### src/hw/rtl/weighted_gradient_histogram_assert.svh
// Assertion macros shared by the histogram RTL.
// Depends on clk_i and rst_ni being visible where a macro is used.
`ifndef WEIGHTED_GRADIENT_HISTOGRAM_ASSERT_SVH
`define WEIGHTED_GRADIENT_HISTOGRAM_ASSERT_SVH
`ifndef SYNTH
`define WGH_ASSERT(lbl, prop, msg) \
  lbl: assert property (@(posedge clk_i) disable iff (!rst_ni) prop) else $error(msg);
`define WGH_ASSERT_RST(lbl, prop, msg) \
  lbl: assert property (@(posedge clk_i) prop) else $error(msg);
`else
`define WGH_ASSERT(lbl, prop, msg)
`define WGH_ASSERT_RST(lbl, prop, msg)
`endif
`endif

### src/hw/rtl/wgh_pkg.sv
// Package for the weighted gradient histogram: sizes, codes, types, sum helpers.
// No dependencies; used by the channel interfaces and all RTL modules.
`default_nettype none

package wgh_pkg;

  // Storage and field sizes
  localparam int unsigned BIN_DEPTH = 256;
  localparam int unsigned SUM_WIDTH = 48;
  localparam int unsigned ADDR_W    = $clog2(BIN_DEPTH);
  localparam int unsigned CNT_W     = 9;
  localparam int unsigned IDX_W     = 16;
  localparam int unsigned SMP_W     = 24;
  localparam int unsigned WGT_W     = 16;
  localparam int unsigned OUT_SUM_W = 48;
  localparam int unsigned WSUM_W    = 40;
  localparam int unsigned PROD_W    = SMP_W + WGT_W + 1;
  localparam int unsigned ADD_W     = ((SUM_WIDTH > PROD_W) ? SUM_WIDTH : PROD_W) + 1;
  localparam int unsigned EXT_W     = (SUM_WIDTH > OUT_SUM_W) ? SUM_WIDTH : OUT_SUM_W;
  localparam int unsigned LIM_W     = IDX_W + 1;

  localparam logic [CNT_W-1:0] BINS_RESET = CNT_W'(256);
  localparam logic [LIM_W-1:0] BINS_MAX   = LIM_W'(BIN_DEPTH);

  // Item codes
  typedef enum logic {
    KIND_ACC  = 1'b0,
    KIND_READ = 1'b1
  } kind_e;

  typedef enum logic {
    STATUS_OK    = 1'b0,
    STATUS_RANGE = 1'b1
  } status_e;

  // Controller to datapath commands
  typedef struct packed {
    logic capture;
    logic fetch;
    logic commit;
  } wgh_cmd_t;

  // One bin of the store
  typedef struct packed {
    logic                        sat;
    logic [WSUM_W-1:0]           wsum;
    logic signed [SUM_WIDTH-1:0] hsum;
    logic signed [SUM_WIDTH-1:0] gsum;
  } bin_entry_t;

  // Saturating add; MSB of the result flags a clamp
  function automatic logic [SUM_WIDTH:0] sat_add(input logic signed [SUM_WIDTH-1:0] s,
                                                 input logic signed [PROD_W-1:0] p);
    logic signed [ADD_W-1:0] t;
    logic signed [ADD_W-1:0] hi;
    logic signed [ADD_W-1:0] lo;
    t  = ADD_W'(s) + ADD_W'(p);
    hi = {{(ADD_W-SUM_WIDTH+1){1'b0}}, {(SUM_WIDTH-1){1'b1}}};
    lo = ~hi;
    if (t > hi) begin
      return {1'b1, hi[SUM_WIDTH-1:0]};
    end else if (t < lo) begin
      return {1'b1, lo[SUM_WIDTH-1:0]};
    end
    return {1'b0, t[SUM_WIDTH-1:0]};
  endfunction

  // Clamp a stored sum to the reported width
  function automatic logic [OUT_SUM_W-1:0] clamp_out(input logic signed [SUM_WIDTH-1:0] v);
    logic signed [EXT_W-1:0] x;
    logic signed [EXT_W-1:0] hi;
    logic signed [EXT_W-1:0] lo;
    x  = EXT_W'(v);
    hi = {{(EXT_W-OUT_SUM_W+1){1'b0}}, {(OUT_SUM_W-1){1'b1}}};
    lo = ~hi;
    if (x > hi) begin
      x = hi;
    end else if (x < lo) begin
      x = lo;
    end
    return x[OUT_SUM_W-1:0];
  endfunction

endpackage

`default_nettype wire

### src/hw/rtl/wgh_ctrl.sv
// Controller for the histogram: sequences capture, store fetch and commit per item.
// Depends on wgh_pkg and the assertion macro header.
`default_nettype none
`include "weighted_gradient_histogram_assert.svh"

module wgh_ctrl (
  input  wire logic              clk_i,
  input  wire logic              rst_ni,
  input  wire logic              in_valid_i,
  output logic                   in_ready_o,
  output logic                   out_valid_o,
  input  wire logic              out_ready_i,
  output wgh_pkg::wgh_cmd_t      cmd_o
);
  import wgh_pkg::*;

  typedef enum logic [1:0] {
    ST_IDLE,
    ST_FETCH,
    ST_COMMIT
  } state_e;

  state_e state_q, state_d;
  logic   out_valid_q, out_valid_d;
  logic   out_free;

  // Result slot can take a new item this cycle
  assign out_free = !out_valid_q || out_ready_i;

  // Next state and commands
  always_comb begin
    state_d     = state_q;
    out_valid_d = out_valid_q && !out_ready_i;
    cmd_o       = '0;
    in_ready_o  = 1'b0;
    case (state_q)
      ST_IDLE: begin
        in_ready_o    = 1'b1;
        cmd_o.capture = in_valid_i;
        if (in_valid_i) begin
          state_d = ST_FETCH;
        end
      end
      ST_FETCH: begin
        cmd_o.fetch = 1'b1;
        state_d     = ST_COMMIT;
      end
      ST_COMMIT: begin
        if (out_free) begin
          cmd_o.commit = 1'b1;
          out_valid_d  = 1'b1;
          state_d      = ST_IDLE;
        end
      end
      default: begin
        state_d = ST_IDLE;
      end
    endcase
  end

  // State and result valid
  always_ff @(posedge clk_i or negedge rst_ni) begin
    if (!rst_ni) begin
      state_q     <= ST_IDLE;
      out_valid_q <= 1'b0;
    end else begin
      state_q     <= state_d;
      out_valid_q <= out_valid_d;
    end
  end

  assign out_valid_o = out_valid_q;

  `WGH_ASSERT(a_cmd_excl, $onehot0(cmd_o), "more than one datapath command at once")
  `WGH_ASSERT(a_capture_fetch, cmd_o.capture |=> cmd_o.fetch, "capture not followed by fetch")
  `WGH_ASSERT(a_commit_valid, cmd_o.commit |=> out_valid_q, "commit did not raise result valid")
  `WGH_ASSERT(a_no_clobber, (out_valid_q && !out_ready_i) |-> !cmd_o.commit,
              "commit over a result not yet taken")
  `WGH_ASSERT_RST(a_rst_idle, !rst_ni |=> !out_valid_q, "result valid set out of reset")

endmodule

`default_nettype wire

### config.mk
export PLATFORM = sky130hd
export DESIGN_NAME = wgh_ctrl
export DESIGN_NICKNAME = d
export VERILOG_FILES = /design/src/hw/rtl/wgh_pkg.sv /design/src/hw/rtl/wgh_ctrl.sv
export VERILOG_INCLUDE_DIRS = /design/src /design/src/hw/rtl
export SDC_FILE = /design/constraint.sdc
export NUM_CORES = 1
export LEC_CHECK = 0
export CELL_PAD_IN_SITES_DETAIL_PLACEMENT = 1
export CELL_PAD_IN_SITES_GLOBAL_PLACEMENT = 1
export CORE_AREA = 5 5 42 44
export CTS_BUF_LIST = sky130_fd_sc_hd__clkbuf_4
export DETAILED_ROUTE_END_ITERATION = 8
export DIE_AREA = 0 0 47 49
export DONT_BUFFER_PORTS = 1
export PLACE_DENSITY = 0.3
export SLEW_MARGIN = 0
export SYNTH_ARGS = -nofsm -noshare
export SYNTH_HDL_FRONTEND = slang
export SYNTH_SLANG_ARGS = --single-unit
### constraint.sdc
create_clock -name clk_i -period 2 [get_ports clk_i]
set_clock_uncertainty 0.1 [all_clocks]
set_input_delay 0.6 -clock clk_i [delete_from_list [all_inputs] [get_ports clk_i]]
set_output_delay 0.6 -clock clk_i [all_outputs]
set_load 0.02 [all_outputs]
==> results of run 1 <==
-- state kept, by name (all words and copies together), names as in the netlist --
name / count
out_valid_o: 1
state_q: 2
-- Yosys cell counts, drive strengths merged --
cell type	instances
nor2	1
nand2	1
and2	2
o21bai	1
nor2b	2
dfrtp	3
nand2b	2
-- layout make-up --
type	count	share of cell area
clock buffers	4	0.145
multi-input cells	9	0.277
flip-flops and latches	3	0.361
well taps	16	0.0964
repair buffers	3	0.120
-- cells in the final DEF (no fill, tap or decap), drive strengths merged --
cell,Yosys,layout
and2,2,2
buf,0,2
clkbuf,0,4
dfrtp,3,3
dlygate4sd3,0,1
nand2,1,1
nand2b,2,2
nor2,1,1
nor2b,2,2
o21bai,1,1
-- power by group through the flow --
stage / logic (uW) / clock network (uW) / registers (uW)
5_1_grt: 108 / 139 / 112
2_1_floorplan: 70.0 / 0 / 105
4_1_cts: 102 / 128 / 109
3_3_place_gp: 99.1 / 0 / 109
6_report: 98.4 / 121 / 108
3_5_place_dp: 99.4 / 0 / 110
-- cell families (layout without fill, tap and decap cells) --
kind of cell | after synthesis | count (layout) | synth area share
flops | 3 | 3 | 0.566
compound gates | 1 | 1 | 0.0566
simple gates | 8 | 8 | 0.377
buf+inv | 0 | 7 | 0
-- path summary, 6_finish.rpt --
| check | endpoint | cells past startpoint |
|---|---|---|
| max | cmd_o[0] | 3 |
| min | state_q[0] | 1 |
| max reg2reg | state_q[1] | 2 |
| min reg2reg | out_valid_o | 2 |
| max in group asynchronous | state_q[0] | 1 |
| min in group asynchronous | out_valid_o | 1 |
-- routing by layer --
layer	GRT usage	up-vias	part of all wire
li1	-	50	-
met1	0.0352	46	0.39
met2	0.0317	10	0.35
met3	0.0664	0	0.25
met4	0.0276	0	0
met5	0	-	0
-- worst max-delay path, cell delays in order, from the launching register on --
cell and delay, ns:
dfrtp_1 0.45, nand2b_1 0.15, nor2b_1 0.15, buf_4 0.15
-- stage by stage --
step           hold WS, ns  total power (uW)  area [um^2]  utilization  worst slack [ns]
2_1_floorplan        0.204               175          133            -             0.245
3_3_place_gp         0.205               208          168        0.120             0.251
3_5_place_dp         0.205               209          168        0.120             0.238
6_report             0.393               328          208        0.148             0.175
5_1_grt              0.376               359          208        0.148            0.0777
4_1_cts              0.387               340          208        0.148             0.140
-- timing repair --
| item | CTS | global route |
|---|---|---|
| resized for setup | 0 | 0 |
| hold buffers | 1 | 0 |
| hold endpoints to repair | 3 | 0 |
==> metrics.txt, run 1 <==
count of cell types in the netlist=8; Sw Pwr=around 120 uW; Reg area=~75 um^2; drt wl/cell=roughly 9.1 um; core area=roughly 1400 um^2; Post-Syn Area=133 um^2; initial antenna violation count=0; root buf cell=clkbuf_4; Nets=24; crit end category=output port; post-route insts no fill=35; startpoint types=register; Setup Fix Bufs, Post-CTS=0; setup violators final=0; Clk pwr share=0.370; first-pass GRT wire length=around 520 um; area grow syn2layout=56.6%; crit-path max FO=3; FF-to-FF setup slack=0.98 ns; Area contributors post-synth=dfrtp_1, and2_1, nand2b_1, nor2b_2, o21bai_1; path category of the worst min-delay check=input port to register; IO Pins=9; CTS sink cnt=3; GR Util All Layers=0.0380; Sw Share=0.362; CTS tree=built; post-synth top area share=0.566; CP Data Arrival Time=roughly 1.1 ns; share of layout cells above drive strength 1=0.421; Setup CP Type=register to output port; DIE AREA=roughly 2300 um^2; std cell rows=14; CTS Buffer Depth=2; leading area contributor after synthesis=dfrtp_1; CP required=1.30 ns; worst vdd ir=0.000451 V; Int Pwr=around 210 uW; clock-pin slew on the worst setup and hold paths=roughly 0.04 ns; # fillers=approximately 170; total wire length=319 um; FF-to-FF Start=state_q[1]; Slew Limit Fails=0; Combinational Power Share=0.300; Slew headroom=0.810; post-synthesis sequential area ratio=0.566; crit path from=out_valid_o; maximum clock frequency=approximately 550 MHz; Die Wd=47 um; syn avg cell area=~11 um^2; Post-Syn Instances=12; Fin. Hold Viols=0; worst hold path startpoint=in_valid_i; drt first pass iters=2; Multi-input gate area=57.6 um^2; initial core utilization=0.0946; First DRT Iteration DRCs=3; TritonCTS Buffers=3; gpl congestion=a little over 0.6; Seq pwr share=0.330; largest net degree at the start of global routing=4; Mapped Nets=16; gr ovfl total=0; dpl cells=30; Least-Margin Pin Slew=0.283 ns; # DRC=0; RSZ-0062 raised after global routing=false; number of global-route vias before repair=136; Syn. warnings=0; Vias=about 110; number of I/O port buffers=0; Worst-Skew Late Latency=roughly 0.23 ns; antenna cells=0; FF+latch count, synth=3; number of routed nets with antenna violations=0; status=complete, no violations; Avg Vias per Cell=between 3 and 4; number of H-tree levels=1; fin crit share=0.912; Pwr Density=~1600 nW/um^2; DIE HEIGHT=49 um; Final min period=1.82 ns; leakage=0.0000949 uW; TNS Setup=0 ns; max-capacitance violation count=0
(Power assumes the default switching activity.)
==> inputs of run 2 (changes only) <==
Settings changed: ABC_AREA set to 1, CORE_AREA 5 5 42 44 to 2 2 39 41, DIE_AREA 0 0 47 49 to 0 0 41 43.
==> run 2 against run 1 <==
Clock power hardly changed. Sequential cell count stayed put. Die area is 23% lower. Global-route usage is 3.2 points higher. Fmax is 0.82% lower. First-iteration DRC count is 33% lower. Non-clock buffer count is 1 lower. Critical path type unchanged. Largest power group unchanged.
==> metrics.txt, run 2 <==
status=complete, no violations; maximum clock frequency=543 MHz; startpoint types=register; Avg Vias per Cell=around 3.5; post-route insts no fill=40; count of cell types in the netlist=8; fin crit share=0.920; number of global-route vias before repair=~150; gr ovfl total=0; std cell rows=14; root buf cell=clkbuf_4; Mapped Nets=22; # DRC=0; Die Wd=between 40 and 50 um; Async S/R FF share, synth=1.00; post-route cell area=approximately 210 um^2; CP bufs+invs=1; Setup CP Type=register to output port; post-CTS resize count=0; Syn. warnings=0; share of layout cells above drive strength 1=0.292; Pwr Density=~1600 nW/um^2; IO Pins=9; CP required=roughly 1.3 ns; # fillers=~170; max-capacitance violation count=0; post-synthesis sequential area ratio=0.526; CP Data Arrival Time=around 1.1 ns; Final min period=approximately 1.8 ns; DP Area=approximately 170 um^2; Slew Limit Fails=0; Setup Fix Bufs, Post-CTS=0; TritonCTS Buffers=3; Post-synth top cells=nor2_1, dfrtp_1, inv_1, nand2_1, nor3b_1; clock-pin slew on the worst setup and hold paths=around 0.04 ns; leakage=just over 0.0001 uW; number of I/O port buffers=0; number of flops mapped to enable cells by yosys=0; drt wl/cell=~9.7 um; RSZ-0062 raised after global routing=false; CP delay by family, top=flip-flops; Vias=between 100 and 150; core area=~1400 um^2; leading area contributor after synthesis=dfrtp_1; CTS Buffer Depth=2; most common cell in the netlist=nor2_1; crit end category=output port; initial core utilization=0.103; crit-path max FO=5; worst vdd ir=approximately 0.00028 V; Synth Flop Type=dfrtp_1; post-detail-place hpwl=between 200 and 300 um; DIE AREA=~1800 um^2; antenna cells=0; CTS sink cnt=3; Nets=29; TNS Setup=0 ns; First DRT Iteration DRCs=2; critical-path cell list=inv_2, nand2_1, nor2_1; syn avg cell area=about 8 um^2; FF+latch count, synth=3; DIE HEIGHT=around 43 um; number of H-tree levels=1; Least-Margin Pin Slew=0.385 ns; CP max stage delay=between 0.4 and 0.5 ns; Post-Syn Area=between 100 and 150 um^2; Reg with most FFs=state_q; Worst-Skew Late Latency=around 0.24 ns; Post-Syn Instances=18; setup violators final=0; GR Util All Layers=0.0703; post-synth top area share=0.526; path category of the worst min-delay check=input port to register; gpl congestion=0.572; initial antenna violation count=0; drt first pass iters=2; area grow syn2layout=47.4%; CTS Hold Bufs=1; largest net degree at the start of global routing=7; Worst path slowest cell=dfrtp_1; first-pass GRT wire length=about 660 um; dpl cells=35; commonest non-fill, non-tap cells in the layout=nor2_1, clkbuf_4, nand2_1, inv_1, dfrtp_1; Slew headroom=0.742; total wire length=387 um; Largest register FFs=2; Area contributors post-synth=dfrtp_1, nor2_1, nor3b_1, inv_1, nand2_1; CTS tree=built; number of routed nets with antenna violations=0; Fin. Hold Viols=0
[run 2: area by class of cell]
class	instances	area, um^2	share of cell area
flip-flops and latches	3	75.1	0.357
multi-input cells	11	52.6	0.250
inverters	4	15.0	0.0714
repair buffers	2	17.5	0.0833
well taps	16	20.0	0.0952
clock buffers	4	30.0	0.143
[run 2: metrics by stage]
stage | hold slack [ns] | power (uW) | setup WS (ns) | utilization
6_report | 0.388 | 326 | 0.160 | 0.152
5_1_grt | 0.402 | 360 | 0.0753 | 0.152
4_1_cts | 0.385 | 338 | 0.130 | 0.152
3_5_place_dp | 0.204 | 203 | 0.349 | 0.123
3_3_place_gp | 0.204 | 203 | 0.359 | 0.123
2_1_floorplan | 0.204 | 180 | 0.179 | -
[run 2: final timing paths]
path | start | end | slack (ns) | cells past startpoint
max in group asynchronous | rst_ni | state_q[0] | 1.14 | 1
min in group asynchronous | rst_ni | state_q[1] | 0.51 | 1
worst max-delay path | state_q[0] | cmd_o[0] | 0.16 | 3
worst max register to register | state_q[1] | state_q[1] | 0.98 | 3
worst min-delay path | out_ready_i | out_valid_o | 0.39 | 1
worst min register to register | state_q[0] | state_q[0] | 0.45 | 1
[run 2: logic make-up (layout without fill, tap and decap cells)]
logic type / after synthesis / count (layout) / share of synthesized area
compound gates: 1 / 1 / 0.0351
simple gates: 10 / 10 / 0.333
flops: 3 / 3 / 0.526
buf+inv: 4 / 10 / 0.105
[run 2: per-layer routing]
| layer | GRT usage | part of all wire |
|---|---|---|
| met1 | 0.0643 | 0.35 |
| met2 | 0.0719 | 0.44 |
| met3 | 0.0471 | 0.16 |
| met4 | 0.120 | 0.049 |
| met5 | 0 | 0 |
[run 2: where the power goes]
| group | internal, uW | switching [uW] | total, uW |
|---|---|---|---|
| clock network | 88.5 | 35.0 | 123 |
| registers | 80.1 | 35.1 | 115 |
| logic | 25.3 | 61.8 | 87.1 |
| total | 194 | 132 | 326 |
